<file path="src/rtl/core/pfr_pkg.sv">
`default_nettype none
package pfr_pkg;

   localparam int CAM_W   = 24;
   localparam int AXIS_W  = 16;
   localparam int SCR_W   = 16;
   localparam int MB_W    = 26;
   localparam int DVD_W   = 50;
   localparam int DVS_W   = 25;
   localparam int CSR_W   = 3;

   localparam logic [1:0] SIGN_NONE   = 2'd0;
   localparam logic [1:0] SIGN_FRONT  = 2'd1;
   localparam logic [1:0] SIGN_BEHIND = 2'd2;

   localparam logic [CSR_W-1:0] CSR_EYE     = 3'd0;
   localparam logic [CSR_W-1:0] CSR_SIDE    = 3'd1;
   localparam logic [CSR_W-1:0] CSR_UP      = 3'd2;
   localparam logic [CSR_W-1:0] CSR_VIEW    = 3'd3;
   localparam logic [CSR_W-1:0] CSR_NEAR    = 3'd4;
   localparam logic [CSR_W-1:0] CSR_FRUSTUM = 3'd5;
   localparam logic [CSR_W-1:0] CSR_MODE    = 3'd6;

   function automatic logic [15:0] sat16_f(input logic [63:0] v);
      if ((&v[63:15]) || !(|v[63:15])) begin
         return v[15:0];
      end
      return v[63] ? 16'h8000 : 16'h7FFF;
   endfunction

   function automatic logic [23:0] sat24_f(input logic [63:0] v);
      if ((&v[63:23]) || !(|v[63:23])) begin
         return v[23:0];
      end
      return v[63] ? 24'h800000 : 24'h7FFFFF;
   endfunction

endpackage
`default_nettype wire

</file>
<file path="src/rtl/core/pfr_divider.sv">
`default_nettype none
module pfr_divider import pfr_pkg::*; (
   input  wire logic                    clock,
   input  wire logic                    reset,
   input  wire logic                    start,
   input  wire logic signed [DVD_W-1:0] dividend,
   input  wire logic signed [DVS_W-1:0] divisor,
   output logic                         done,
   output logic signed [DVD_W-1:0]      quotient
);

   localparam int CNT_W = $clog2(DVD_W);

   logic              busy_ff, busy_in;
   logic              done_ff, done_in;
   logic              neg_ff, neg_in;
   logic [CNT_W-1:0]  cnt_ff, cnt_in;
   logic [DVS_W:0]    rem_ff, rem_in;
   logic [DVD_W-1:0]  quo_ff, quo_in;
   logic [DVS_W-1:0]  dvs_ff, dvs_in;
   logic [DVS_W+1:0]  rem_sh;
   logic [DVS_W+1:0]  trial;

   always_comb begin
      busy_in = busy_ff;
      done_in = 1'b0;
      neg_in  = neg_ff;
      cnt_in  = cnt_ff;
      rem_in  = rem_ff;
      quo_in  = quo_ff;
      dvs_in  = dvs_ff;
      rem_sh  = {rem_ff, quo_ff[DVD_W-1]};
      trial   = rem_sh - {2'b00, dvs_ff};
      if (start) begin
         busy_in = 1'b1;
         cnt_in  = '0;
         rem_in  = '0;
         neg_in  = dividend[DVD_W-1] ^ divisor[DVS_W-1];
         quo_in  = dividend[DVD_W-1] ? DVD_W'(-dividend) : DVD_W'(dividend);
         dvs_in  = divisor[DVS_W-1] ? DVS_W'(-divisor) : DVS_W'(divisor);
      end else if (busy_ff) begin
         // one quotient bit a cycle, restoring
         if (!trial[DVS_W+1]) begin
            rem_in = trial[DVS_W:0];
            quo_in = {quo_ff[DVD_W-2:0], 1'b1};
         end else begin
            rem_in = rem_sh[DVS_W:0];
            quo_in = {quo_ff[DVD_W-2:0], 1'b0};
         end
         cnt_in = cnt_ff + 1'b1;
         if (cnt_ff == CNT_W'(DVD_W-1)) begin
            busy_in = 1'b0;
            done_in = 1'b1;
         end
      end
   end

   always_ff @(posedge clock) begin
      if (reset) begin
         busy_ff <= 1'b0;
         done_ff <= 1'b0;
      end else begin
         busy_ff <= busy_in;
         done_ff <= done_in;
      end
      neg_ff <= neg_in;
      cnt_ff <= cnt_in;
      rem_ff <= rem_in;
      quo_ff <= quo_in;
      dvs_ff <= dvs_in;
   end

   assign done     = done_ff;
   assign quotient = neg_ff ? $signed(-quo_ff) : $signed(quo_ff);

endmodule
`default_nettype wire

</file>
<file path="src/rtl/core/portal_frustum_reducer.sv">
`default_nettype none
// Channel   Direction  Handshake              Payload
// req       in         req_valid/req_ready    vertex x, y, z, last_vertex
// rsp       out        rsp_valid/rsp_ready    visible, reduced left/right/bottom/top
// csr       in         csr_valid/csr_ready    csr_index, csr_data
//
// One vertex at a time; req_ready is high only while the sequencer is idle.
// Camera transform: 9 products through the shared multiplier.
// Each projection or clip coordinate takes a multiply and a division.
// The response sits in an output register; a stalled rsp holds only the cull step.
// Synchronous reset restores the register defaults and clears the polygon state.
module portal_frustum_reducer import pfr_pkg::*; #(
   parameter int COORD_BITS = 20
) (
   input  wire logic                         clock,
   input  wire logic                         reset,
   input  wire logic                         req_valid,
   output logic                              req_ready,
   input  wire logic signed [COORD_BITS-1:0] req_vertex_x,
   input  wire logic signed [COORD_BITS-1:0] req_vertex_y,
   input  wire logic signed [COORD_BITS-1:0] req_vertex_z,
   input  wire logic                         req_last_vertex,
   output logic                              rsp_valid,
   input  wire logic                         rsp_ready,
   output logic                              rsp_visible,
   output logic signed [SCR_W-1:0]           rsp_reduced_left,
   output logic signed [SCR_W-1:0]           rsp_reduced_right,
   output logic signed [SCR_W-1:0]           rsp_reduced_bottom,
   output logic signed [SCR_W-1:0]           rsp_reduced_top,
   input  wire logic                         csr_valid,
   output logic                              csr_ready,
   input  wire logic [CSR_W-1:0]             csr_index,
   input  wire logic [63:0]                  csr_data
);

   localparam int RAY_W  = COORD_BITS + 1;
   localparam int MA_W   = (RAY_W > MB_W) ? RAY_W : MB_W;
   localparam int PROD_W = MA_W + MB_W;
   localparam int ACC_W  = COORD_BITS + 19;
   localparam int EYE_W  = (3 * COORD_BITS > 60) ? 3 * COORD_BITS : 60;

   localparam logic [3:0] S_IDLE   = 4'd0;
   localparam logic [3:0] S_DOT    = 4'd1;
   localparam logic [3:0] S_EVAL   = 4'd2;
   localparam logic [3:0] S_NEXT   = 4'd3;
   localparam logic [3:0] S_PMUL   = 4'd4;
   localparam logic [3:0] S_PDIV   = 4'd5;
   localparam logic [3:0] S_PWAIT  = 4'd6;
   localparam logic [3:0] S_CMUL   = 4'd7;
   localparam logic [3:0] S_CDIV   = 4'd8;
   localparam logic [3:0] S_CWAIT  = 4'd9;
   localparam logic [3:0] S_CSCALE = 4'd10;
   localparam logic [3:0] S_CTRK   = 4'd11;
   localparam logic [3:0] S_CULL   = 4'd12;

   // configuration
   logic [59:0] eye_ff;
   logic [47:0] side_ff, up_ff, view_ff;
   logic [15:0] near_ff;
   logic [63:0] frustum_ff;
   logic        persp_ff;
   logic [EYE_W-1:0] eye_wide;

   // sequencer
   logic [3:0] state_ff, state_in;
   logic       last_ff, last_in;
   logic       coord_ff, coord_in;
   logic       proj_pend_ff, proj_pend_in;
   logic       clip_pend_ff, clip_pend_in;
   logic       close_pend_ff, close_pend_in;

   // camera transform
   logic signed [RAY_W-1:0] ray_ff [3];
   logic signed [RAY_W-1:0] ray_in [3];
   logic [1:0] icomp_ff, icomp_in, iaxis_ff, iaxis_in;
   logic [1:0] pcomp_ff, pcomp_in, paxis_ff, paxis_in;
   logic       issue_ff, issue_in, pvld_ff, pvld_in;
   logic signed [ACC_W-1:0] acc_ff, acc_in, acc_sum;
   logic [47:0] axis_vec;
   logic signed [AXIS_W-1:0] axis_comp;

   // polygon state
   logic signed [CAM_W-1:0] cam_ff [3];
   logic signed [CAM_W-1:0] cam_in [3];
   logic signed [CAM_W-1:0] first_cam_ff [3];
   logic signed [CAM_W-1:0] first_cam_in [3];
   logic signed [CAM_W-1:0] prev_cam_ff [3];
   logic signed [CAM_W-1:0] prev_cam_in [3];
   logic signed [CAM_W-1:0] clp_ff [3];
   logic signed [CAM_W-1:0] clp_in [3];
   logic signed [CAM_W-1:0] clc_ff [3];
   logic signed [CAM_W-1:0] clc_in [3];
   logic [1:0] first_sign_ff, first_sign_in, prev_sign_ff, prev_sign_in;
   logic signed [SCR_W-1:0] min_s_ff, min_s_in, max_s_ff, max_s_in;
   logic signed [SCR_W-1:0] min_u_ff, min_u_in, max_u_ff, max_u_in;
   logic signed [MB_W-1:0]  xclip_ff, xclip_in;

   // shared multiplier
   logic signed [MA_W-1:0]   ma;
   logic signed [MB_W-1:0]   mb;
   logic signed [PROD_W-1:0] prod_ff;

   // divider
   logic                    div_start;
   logic                    div_done;
   logic signed [DVS_W-1:0] div_dvs;
   logic signed [DVD_W-1:0] div_quot;

   // tracking
   logic                    trk_s_en, trk_u_en;
   logic signed [SCR_W-1:0] trk_s, trk_u;

   // output register
   logic                    rsp_valid_ff, rsp_valid_in;
   logic                    vis_ff, vis_in;
   logic signed [SCR_W-1:0] rl_ff, rl_in, rr_ff, rr_in, rb_ff, rb_in, rt_ff, rt_in;

   // scratch
   logic                    front;
   logic [1:0]              sign_now, fs_new;
   logic signed [DVS_W-1:0] dz, kz;
   logic signed [DVS_W-1:0] dxy;
   logic signed [DVD_W-1:0] qclip;
   logic signed [SCR_W-1:0] fl, fr, fb, ft;

   assign eye_wide = EYE_W'(eye_ff);

   always_ff @(posedge clock) begin
      if (reset) begin
         eye_ff     <= '0;
         side_ff    <= '0;
         up_ff      <= '0;
         view_ff    <= '0;
         near_ff    <= 16'd256;
         frustum_ff <= '0;
         persp_ff   <= 1'b1;
      end else if (csr_valid) begin
         unique case (csr_index)
            CSR_EYE:     eye_ff     <= csr_data[59:0];
            CSR_SIDE:    side_ff    <= csr_data[47:0];
            CSR_UP:      up_ff      <= csr_data[47:0];
            CSR_VIEW:    view_ff    <= csr_data[47:0];
            CSR_NEAR:    near_ff    <= csr_data[15:0];
            CSR_FRUSTUM: frustum_ff <= csr_data;
            CSR_MODE:    persp_ff   <= csr_data[0];
            default: ;
         endcase
      end
   end

   assign csr_ready = 1'b1;
   assign req_ready = (state_ff == S_IDLE);

   always_comb begin
      unique case (iaxis_ff)
         2'd0:    axis_vec = side_ff;
         2'd1:    axis_vec = up_ff;
         default: axis_vec = view_ff;
      endcase
      unique case (icomp_ff)
         2'd0:    axis_comp = $signed(axis_vec[15:0]);
         2'd1:    axis_comp = $signed(axis_vec[31:16]);
         default: axis_comp = $signed(axis_vec[47:32]);
      endcase
   end

   pfr_divider u_div (
      .clock    (clock),
      .reset    (reset),
      .start    (div_start),
      .dividend (prod_ff[DVD_W-1:0]),
      .divisor  (div_dvs),
      .done     (div_done),
      .quotient (div_quot)
   );

   assign front    = !cam_ff[2][CAM_W-1] && (cam_ff[2] != '0);
   assign sign_now = front ? SIGN_FRONT : SIGN_BEHIND;
   assign fs_new   = (first_sign_ff == SIGN_NONE) ? sign_now : first_sign_ff;
   assign dz       = DVS_W'(clc_ff[2]) - DVS_W'(clp_ff[2]);
   assign kz       = DVS_W'(1) - DVS_W'(clp_ff[2]);
   assign dxy      = DVS_W'(clc_ff[{1'b0, coord_ff}]) - DVS_W'(clp_ff[{1'b0, coord_ff}]);
   assign qclip    = (dz == '0) ? '0 : div_quot;
   assign fl       = $signed(frustum_ff[15:0]);
   assign fr       = $signed(frustum_ff[31:16]);
   assign fb       = $signed(frustum_ff[47:32]);
   assign ft       = $signed(frustum_ff[63:48]);

   always_comb begin
      state_in      = state_ff;
      last_in       = last_ff;
      coord_in      = coord_ff;
      proj_pend_in  = proj_pend_ff;
      clip_pend_in  = clip_pend_ff;
      close_pend_in = close_pend_ff;
      ray_in        = ray_ff;
      icomp_in      = icomp_ff;
      iaxis_in      = iaxis_ff;
      pcomp_in      = icomp_ff;
      paxis_in      = iaxis_ff;
      issue_in      = issue_ff;
      pvld_in       = 1'b0;
      acc_in        = acc_ff;
      acc_sum       = ((pcomp_ff == 2'd0) ? ACC_W'(0) : acc_ff) + $signed(prod_ff[ACC_W-1:0]);
      cam_in        = cam_ff;
      first_cam_in  = first_cam_ff;
      prev_cam_in   = prev_cam_ff;
      clp_in        = clp_ff;
      clc_in        = clc_ff;
      first_sign_in = first_sign_ff;
      prev_sign_in  = prev_sign_ff;
      xclip_in      = xclip_ff;
      ma            = '0;
      mb            = '0;
      div_start     = 1'b0;
      div_dvs       = DVS_W'(cam_ff[2]);
      trk_s_en      = 1'b0;
      trk_u_en      = 1'b0;
      trk_s         = '0;
      trk_u         = '0;
      rsp_valid_in  = rsp_valid_ff & ~rsp_ready;
      vis_in        = vis_ff;
      rl_in         = rl_ff;
      rr_in         = rr_ff;
      rb_in         = rb_ff;
      rt_in         = rt_ff;

      unique case (state_ff)
         S_IDLE: begin
            if (req_valid) begin
               ray_in[0] = RAY_W'(req_vertex_x) - RAY_W'($signed(eye_wide[0 +: COORD_BITS]));
               ray_in[1] = RAY_W'(req_vertex_y)
                         - RAY_W'($signed(eye_wide[COORD_BITS +: COORD_BITS]));
               ray_in[2] = RAY_W'(req_vertex_z)
                         - RAY_W'($signed(eye_wide[2*COORD_BITS +: COORD_BITS]));
               last_in   = req_last_vertex;
               icomp_in  = 2'd0;
               iaxis_in  = 2'd0;
               issue_in  = 1'b1;
               state_in  = S_DOT;
            end
         end
         S_DOT: begin
            ma = MA_W'(ray_ff[icomp_ff]);
            mb = MB_W'(axis_comp);
            pvld_in = issue_ff;
            if (issue_ff) begin
               if (icomp_ff == 2'd2) begin
                  icomp_in = 2'd0;
                  iaxis_in = iaxis_ff + 2'd1;
                  if (iaxis_ff == 2'd2) begin
                     issue_in = 1'b0;
                  end
               end else begin
                  icomp_in = icomp_ff + 2'd1;
               end
            end
            if (pvld_ff) begin
               acc_in = acc_sum;
               if (pcomp_ff == 2'd2) begin
                  cam_in[paxis_ff] = $signed(sat24_f(64'($signed(acc_sum[ACC_W-1:14]))));
                  if (paxis_ff == 2'd2) begin
                     state_in = S_EVAL;
                  end
               end
            end
         end
         S_EVAL: begin
            proj_pend_in  = 1'b0;
            clip_pend_in  = 1'b0;
            close_pend_in = 1'b0;
            if (persp_ff) begin
               if (first_sign_ff == SIGN_NONE) begin
                  first_sign_in = sign_now;
                  first_cam_in  = cam_ff;
               end
               proj_pend_in  = front;
               clip_pend_in  = (prev_sign_ff != SIGN_NONE) && (prev_sign_ff != sign_now);
               clp_in        = prev_cam_ff;
               clc_in        = cam_ff;
               close_pend_in = last_ff && (fs_new != sign_now);
               prev_sign_in  = sign_now;
               prev_cam_in   = cam_ff;
            end else begin
               trk_s_en = 1'b1;
               trk_u_en = 1'b1;
               trk_s    = $signed(sat16_f(64'(cam_ff[0]) << 4));
               trk_u    = $signed(sat16_f(64'(cam_ff[1]) << 4));
            end
            state_in = S_NEXT;
         end
         S_NEXT: begin
            coord_in = 1'b0;
            priority if (proj_pend_ff) begin
               proj_pend_in = 1'b0;
               state_in     = S_PMUL;
            end else if (clip_pend_ff) begin
               clip_pend_in = 1'b0;
               state_in     = S_CMUL;
            end else if (close_pend_ff) begin
               // closing edge: last vertex back to the first
               close_pend_in = 1'b0;
               clp_in        = cam_ff;
               clc_in        = first_cam_ff;
               state_in      = S_CMUL;
            end else begin
               state_in = last_ff ? S_CULL : S_IDLE;
            end
         end
         S_PMUL: begin
            ma       = MA_W'(cam_ff[{1'b0, coord_ff}]);
            mb       = MB_W'({1'b0, near_ff});
            state_in = S_PDIV;
         end
         S_PDIV: begin
            div_start = 1'b1;
            state_in  = S_PWAIT;
         end
         S_PWAIT: begin
            if (div_done) begin
               trk_s_en = !coord_ff;
               trk_u_en = coord_ff;
               trk_s    = $signed(sat16_f(64'(div_quot)));
               trk_u    = trk_s;
               coord_in = 1'b1;
               state_in = coord_ff ? S_NEXT : S_PMUL;
            end
         end
         S_CMUL: begin
            ma       = MA_W'(dxy);
            mb       = MB_W'(kz);
            state_in = S_CDIV;
         end
         S_CDIV: begin
            div_start = 1'b1;
            div_dvs   = dz;
            state_in  = S_CWAIT;
         end
         S_CWAIT: begin
            if (div_done) begin
               xclip_in = MB_W'(clp_ff[{1'b0, coord_ff}]) + $signed(qclip[MB_W-1:0]);
               state_in = S_CSCALE;
            end
         end
         S_CSCALE: begin
            ma       = MA_W'(xclip_ff);
            mb       = MB_W'({1'b0, near_ff});
            state_in = S_CTRK;
         end
         S_CTRK: begin
            trk_s_en = !coord_ff;
            trk_u_en = coord_ff;
            trk_s    = $signed(sat16_f(64'(prod_ff)));
            trk_u    = trk_s;
            coord_in = 1'b1;
            state_in = coord_ff ? S_NEXT : S_CMUL;
         end
         S_CULL: begin
            if (!rsp_valid_ff || rsp_ready) begin
               rsp_valid_in = 1'b1;
               if (min_s_ff >= fl || max_s_ff <= fr || min_u_ff >= ft || max_u_ff <= fb) begin
                  vis_in = 1'b0;
                  rl_in  = '0;
                  rr_in  = '0;
                  rb_in  = '0;
                  rt_in  = '0;
               end else begin
                  vis_in = 1'b1;
                  rl_in  = (max_s_ff < fl) ? max_s_ff : fl;
                  rr_in  = (min_s_ff > fr) ? min_s_ff : fr;
                  rb_in  = (min_u_ff > fb) ? min_u_ff : fb;
                  rt_in  = (max_u_ff < ft) ? max_u_ff : ft;
               end
               state_in = S_IDLE;
            end
         end
         default: state_in = S_IDLE;
      endcase
   end

   // bounding rectangle; drop the polygon once its transaction is issued
   always_comb begin
      min_s_in = min_s_ff;
      max_s_in = max_s_ff;
      min_u_in = min_u_ff;
      max_u_in = max_u_ff;
      if (trk_s_en) begin
         if (trk_s < min_s_ff) min_s_in = trk_s;
         if (trk_s > max_s_ff) max_s_in = trk_s;
      end
      if (trk_u_en) begin
         if (trk_u < min_u_ff) min_u_in = trk_u;
         if (trk_u > max_u_ff) max_u_in = trk_u;
      end
   end

   always_ff @(posedge clock) begin
      if (reset || (state_ff == S_CULL && state_in == S_IDLE)) begin
         min_s_ff      <= 16'sh7FFF;
         max_s_ff      <= 16'sh8000;
         min_u_ff      <= 16'sh7FFF;
         max_u_ff      <= 16'sh8000;
         first_sign_ff <= SIGN_NONE;
         prev_sign_ff  <= SIGN_NONE;
         for (int i = 0; i < 3; i++) begin
            first_cam_ff[i] <= '0;
            prev_cam_ff[i]  <= '0;
         end
      end else begin
         min_s_ff      <= min_s_in;
         max_s_ff      <= max_s_in;
         min_u_ff      <= min_u_in;
         max_u_ff      <= max_u_in;
         first_sign_ff <= first_sign_in;
         prev_sign_ff  <= prev_sign_in;
         first_cam_ff  <= first_cam_in;
         prev_cam_ff   <= prev_cam_in;
      end
   end

   always_ff @(posedge clock) begin
      if (reset) begin
         state_ff      <= S_IDLE;
         issue_ff      <= 1'b0;
         pvld_ff       <= 1'b0;
         proj_pend_ff  <= 1'b0;
         clip_pend_ff  <= 1'b0;
         close_pend_ff <= 1'b0;
         rsp_valid_ff  <= 1'b0;
      end else begin
         state_ff      <= state_in;
         issue_ff      <= issue_in;
         pvld_ff       <= pvld_in;
         proj_pend_ff  <= proj_pend_in;
         clip_pend_ff  <= clip_pend_in;
         close_pend_ff <= close_pend_in;
         rsp_valid_ff  <= rsp_valid_in;
      end
      last_ff  <= last_in;
      coord_ff <= coord_in;
      ray_ff   <= ray_in;
      icomp_ff <= icomp_in;
      iaxis_ff <= iaxis_in;
      pcomp_ff <= pcomp_in;
      paxis_ff <= paxis_in;
      acc_ff   <= acc_in;
      cam_ff   <= cam_in;
      clp_ff   <= clp_in;
      clc_ff   <= clc_in;
      xclip_ff <= xclip_in;
      prod_ff  <= ma * mb;
      vis_ff   <= vis_in;
      rl_ff    <= rl_in;
      rr_ff    <= rr_in;
      rb_ff    <= rb_in;
      rt_ff    <= rt_in;
   end

   assign rsp_valid          = rsp_valid_ff;
   assign rsp_visible        = vis_ff;
   assign rsp_reduced_left   = rl_ff;
   assign rsp_reduced_right  = rr_ff;
   assign rsp_reduced_bottom = rb_ff;
   assign rsp_reduced_top    = rt_ff;

endmodule
`default_nettype wire

</file>
<file path="config.mk">
export PLATFORM = sky130hd
export DESIGN_NAME = portal_frustum_reducer
export DESIGN_NICKNAME = d
export VERILOG_FILES = /design/src/rtl/core/pfr_pkg.sv /design/src/rtl/core/pfr_divider.sv /design/src/rtl/core/portal_frustum_reducer.sv
export SDC_FILE = /design/constraint.sdc
export NUM_CORES = 2
export LEC_CHECK = 0
export BUFFER_PORTS_ARGS = -buffer_cell sky130_fd_sc_hd__clkbuf_2
export CAP_MARGIN = 0
export CORE_AREA = 5 5 539 541
export DETAILED_ROUTE_END_ITERATION = 12
export DIE_AREA = 0 0 544 546
export PLACE_DENSITY = 0.54
export SYNTH_ARGS = -nofsm -noshare
export SYNTH_HDL_FRONTEND = slang
export SYNTH_SLANG_ARGS = --single-unit
</file>
<file path="constraint.sdc">
create_clock -name clock -period 15 [get_ports clock]
set_input_delay 1.5 -clock clock [delete_from_list [all_inputs] [get_ports clock]]
set_output_delay 1.5 -clock clock [all_outputs]
set_load 0.05 [all_outputs]
</file>
==> results.md <==
- Worst Tran Pin Value: 1450 ps
- Min Hold Slack: 425 ps
- Mapped Cells: 9762
- FILL cells: 29400
- Rel. slew slack: 3.05%
- RR Endpoint: prod_ff[47]$_DFF_P_
- Largest net degree at the start of global routing: 181
- Initial Utilization: 29.9%
- Die Y: 546 µm
- Pre-antenna DRT Iters: 6
- GR Util All Layers: 19.8%
- WL/cell: 22.1 µm
- Port bufs: 199
- TritonCTS clock tree: built
- Clock network power share: 42.7%
- FF-to-FF setup slack: 1890 ps
- Int Power: 5430 µW
- Vias in the first global route: 69400
- Reg2Reg Launch Point: coord_ff$_DFFE_PP_
- MaxCap Viol Count: 0
- Mapped cell area: 85000 µm²
- Final worst slack: 1890 ps
- R2R depth: 36
- DRC: 0
- Clock latency on the worst-skew pair: 790 ps
- Maximum vdd drop: 98.9 µV
- Core Footprint: 284000 µm²
- Final Max Slew Viols: 0
- Clock Sinks: 1088
- Leakage: 0.0404 µW
- Detailed placement HPWL: 229000 µm
- Share of the synthesized area in the top cell type: 17.4%
- Top cell type by total area after synthesis: edfxtp_1
- Worst-path clk slew: 60 ps
- CP Class: reg -> reg
- Post-synth ARST share: 0%
- Share of cells above drive strength 1: 6.98%
- Grt ovf: 0
- Synth-to-layout area growth: 11.7%
- Fmax: 76.3 MHz
- Io pins: 201
- Dominant cells by area after synthesis: edfxtp_1, fa_1, dfxtp_1
- CTS root buf: clkbuf_16
- Slowest cell on crit path: o41ai_1
- Post-Route WL: 301000 µm
- Post-synth EDFFs: 491
- Final Hold Fails: 0
- Combinational Power Share: 15.0%
- Post-route ant nets: 0
- Crit path from: coord_ff$_DFFE_PP_
- Post-CTS Hold Fix Bufs: 0
- Die area: 297000 µm²
- Crit path DAT: 13750 ps
- CP endpoint: prod_ff[47]$_DFF_P_
- Setup Buffers After CTS: 0
- Post-synthesis sequential area ratio: 31.4%
- Avg Cell Area, Syn: 8.70 µm²
- FF/Latch Area: 26700 µm²
- Sequential fraction of design power: 42.3%
- Main synth FF type: dfxtp_1
- Post-place setup slack: 2110 ps
- Count leader, synth: nand2_1
- FF+latch count, synth: 1088
- Initial DRC count: 6398
- First-pass GRT wire length: 447000 µm
- Critical Path RT: 15650 ps
- Syn_nets: 11200
- Setup violators final: 0
- P_sw: 2250 µW
- Status: finished, final reports clean
- CP Max Fanout: 27
- Total CTS buffers: 133
- Initial antenna violation count: 12
- Yosys warning total: 0
- Nets: 11200
- Switch share: 29.3%
- Total number of vias: 70200
- Num rows: 196
- Unrepaired setup endpoints after global routing: false
- Worst Skew: 35.0 ps
- Final setup TNS: 0 ps
- Gpl congestion: 0.932
- Post-synth top cells: nand2_1, inv_1, a21oi_1, fa_1, nor2_1
- Via-to-Cell Ratio: 5.13
- CP max stage delay: 840 ps
- Fin crit share: 87.4%
- Post-cts resize count: 0
- Cell variety after synth: 92
- Tot Pwr: 7680 µW
- Die Wd: 544 µm
- Multi-input gate area: 52500 µm²
- Crit path top cell by count: fa_1
- Crit path time final: 13110 ps
- Crit. End Element: register
- Startpoint types: register
- H-tree depth: 4
- P per Cell Area: 80.9 nW/µm²
- Clk buf depth: 3
- Hold Crit Class: reg -> reg
[kinds of logic (layout without fill, tap and decap cells)]
kind of cell | after synthesis | after routing | share of synthesized area (%)
simple gates | 3486 | 3486 | 17.6
fa+ha+maj | 1283 | 1283 | 25.2
buf+inv | 1633 | 1768 | 7.26
flops | 1088 | 1088 | 31.4
xor+xnor | 332 | 332 | 3.44
other cells | 1 | 8 | 0.00441
compound gates | 1731 | 1731 | 12.6
mux | 208 | 208 | 2.49
[final cells by class]
cell class	instances	area share, %
Multi-Input combinational cell	7041	55.3
Sequential cell	1088	28.1
Tap cell	3762	4.96
Inverter	1179	4.67
Clock buffer	202	4.12
Timing Repair Buffer	343	2.24
Clock inverter	44	0.545
Antenna cell	7	0.0185
[power by group through the flow]
stage | combinational, µW | clock, µW | sequential, µW
2_1_floorplan | 677 | 0 | 3270
3_3_place_gp | 1100 | 0 | 3310
3_5_place_dp | 1120 | 0 | 3310
4_1_cts | 1130 | 3340 | 3250
5_1_grt | 1230 | 3460 | 3250
6_report | 1150 | 3280 | 3250
[sequential cells by signal, indices dropped and copies added (netlist names), 25 cells and up, named ones only]
signal	flops
acc_ff	39
cam_ff	72
clc_ff	72
clp_ff	72
eye_ff	60
first_cam_ff	72
frustum_ff	64
prev_cam_ff	72
prod_ff	52
ray_ff	63
side_ff	48
u_div.dvs_ff	25
u_div.quo_ff	50
u_div.rem_ff	26
up_ff	48
view_ff	48
xclip_ff	26
[layout by cell type, fill, tap and decap left out, drive strengths merged, types with 127 or more instances in the layout]
cell type,count
dfxtp,597
a21oi,747
nand2,2045
buf,145
edfxtp,491
ha,541
xor2,129
nor2b,127
xnor2,202
fa,719
o21ai,289
nor2,700
a21o,128
mux2i,184
inv,1189
clkbuf,400
[per-stage QoR]
| step | util (%) | cells | cell area, µm² |
|---|---|---|---|
| after detailed placement | 31.8 | 13400 | 90400 |
| final | 33.3 | 13700 | 94900 |
| after global routing | 33.3 | 13700 | 94800 |
| after CTS | 33.3 | 13700 | 94800 |
| after floorplan | - | 9762 | 85000 |
| after global placement | 31.8 | 13400 | 90400 |
[worst min-delay path by stage]
stage / start / endpoint / slack (ps) / depth (start not counted)
final: iaxis_ff[1]$_SDFFCE_PN0P_ / paxis_ff[1]$_DFF_P_ / 420 / 0
after global routing: iaxis_ff[1]$_SDFFCE_PN0P_ / paxis_ff[1]$_DFF_P_ / 430 / 0
after CTS: iaxis_ff[1]$_SDFFCE_PN0P_ / paxis_ff[1]$_DFF_P_ / 420 / 0
after detailed placement: iaxis_ff[1]$_SDFFCE_PN0P_ / paxis_ff[1]$_DFF_P_ / 410 / 0
after global placement: iaxis_ff[1]$_SDFFCE_PN0P_ / paxis_ff[1]$_DFF_P_ / 400 / 0
after floorplan: icomp_ff[1]$_SDFFCE_PN0P_ / pcomp_ff[1]$_DFF_P_ / 370 / 0
[worst max-delay path, delay by kind of cell (launching register included)]
| family | cells | cell delay (ps) |
|---|---|---|
| compound gates | 19 | 6440 |
| fa+ha+maj | 9 | 4270 |
| buf+inv | 4 | 710 |
| flops | 1 | 660 |
| mux | 1 | 400 |
| xor+xnor | 2 | 290 |
| simple gates | 1 | 180 |
[per-layer routing]
layer | up-vias | wire length, µm | global-route usage [%]
met2 | 2584 | 135000 | 31.2
li1 | 32300 | - | -
met1 | 34800 | 131000 | 27.0
met5 | - | 41 | 0
met4 | 6 | 12500 | 7.28
met3 | 508 | 22900 | 3.75
(Power assumes the default switching activity.)
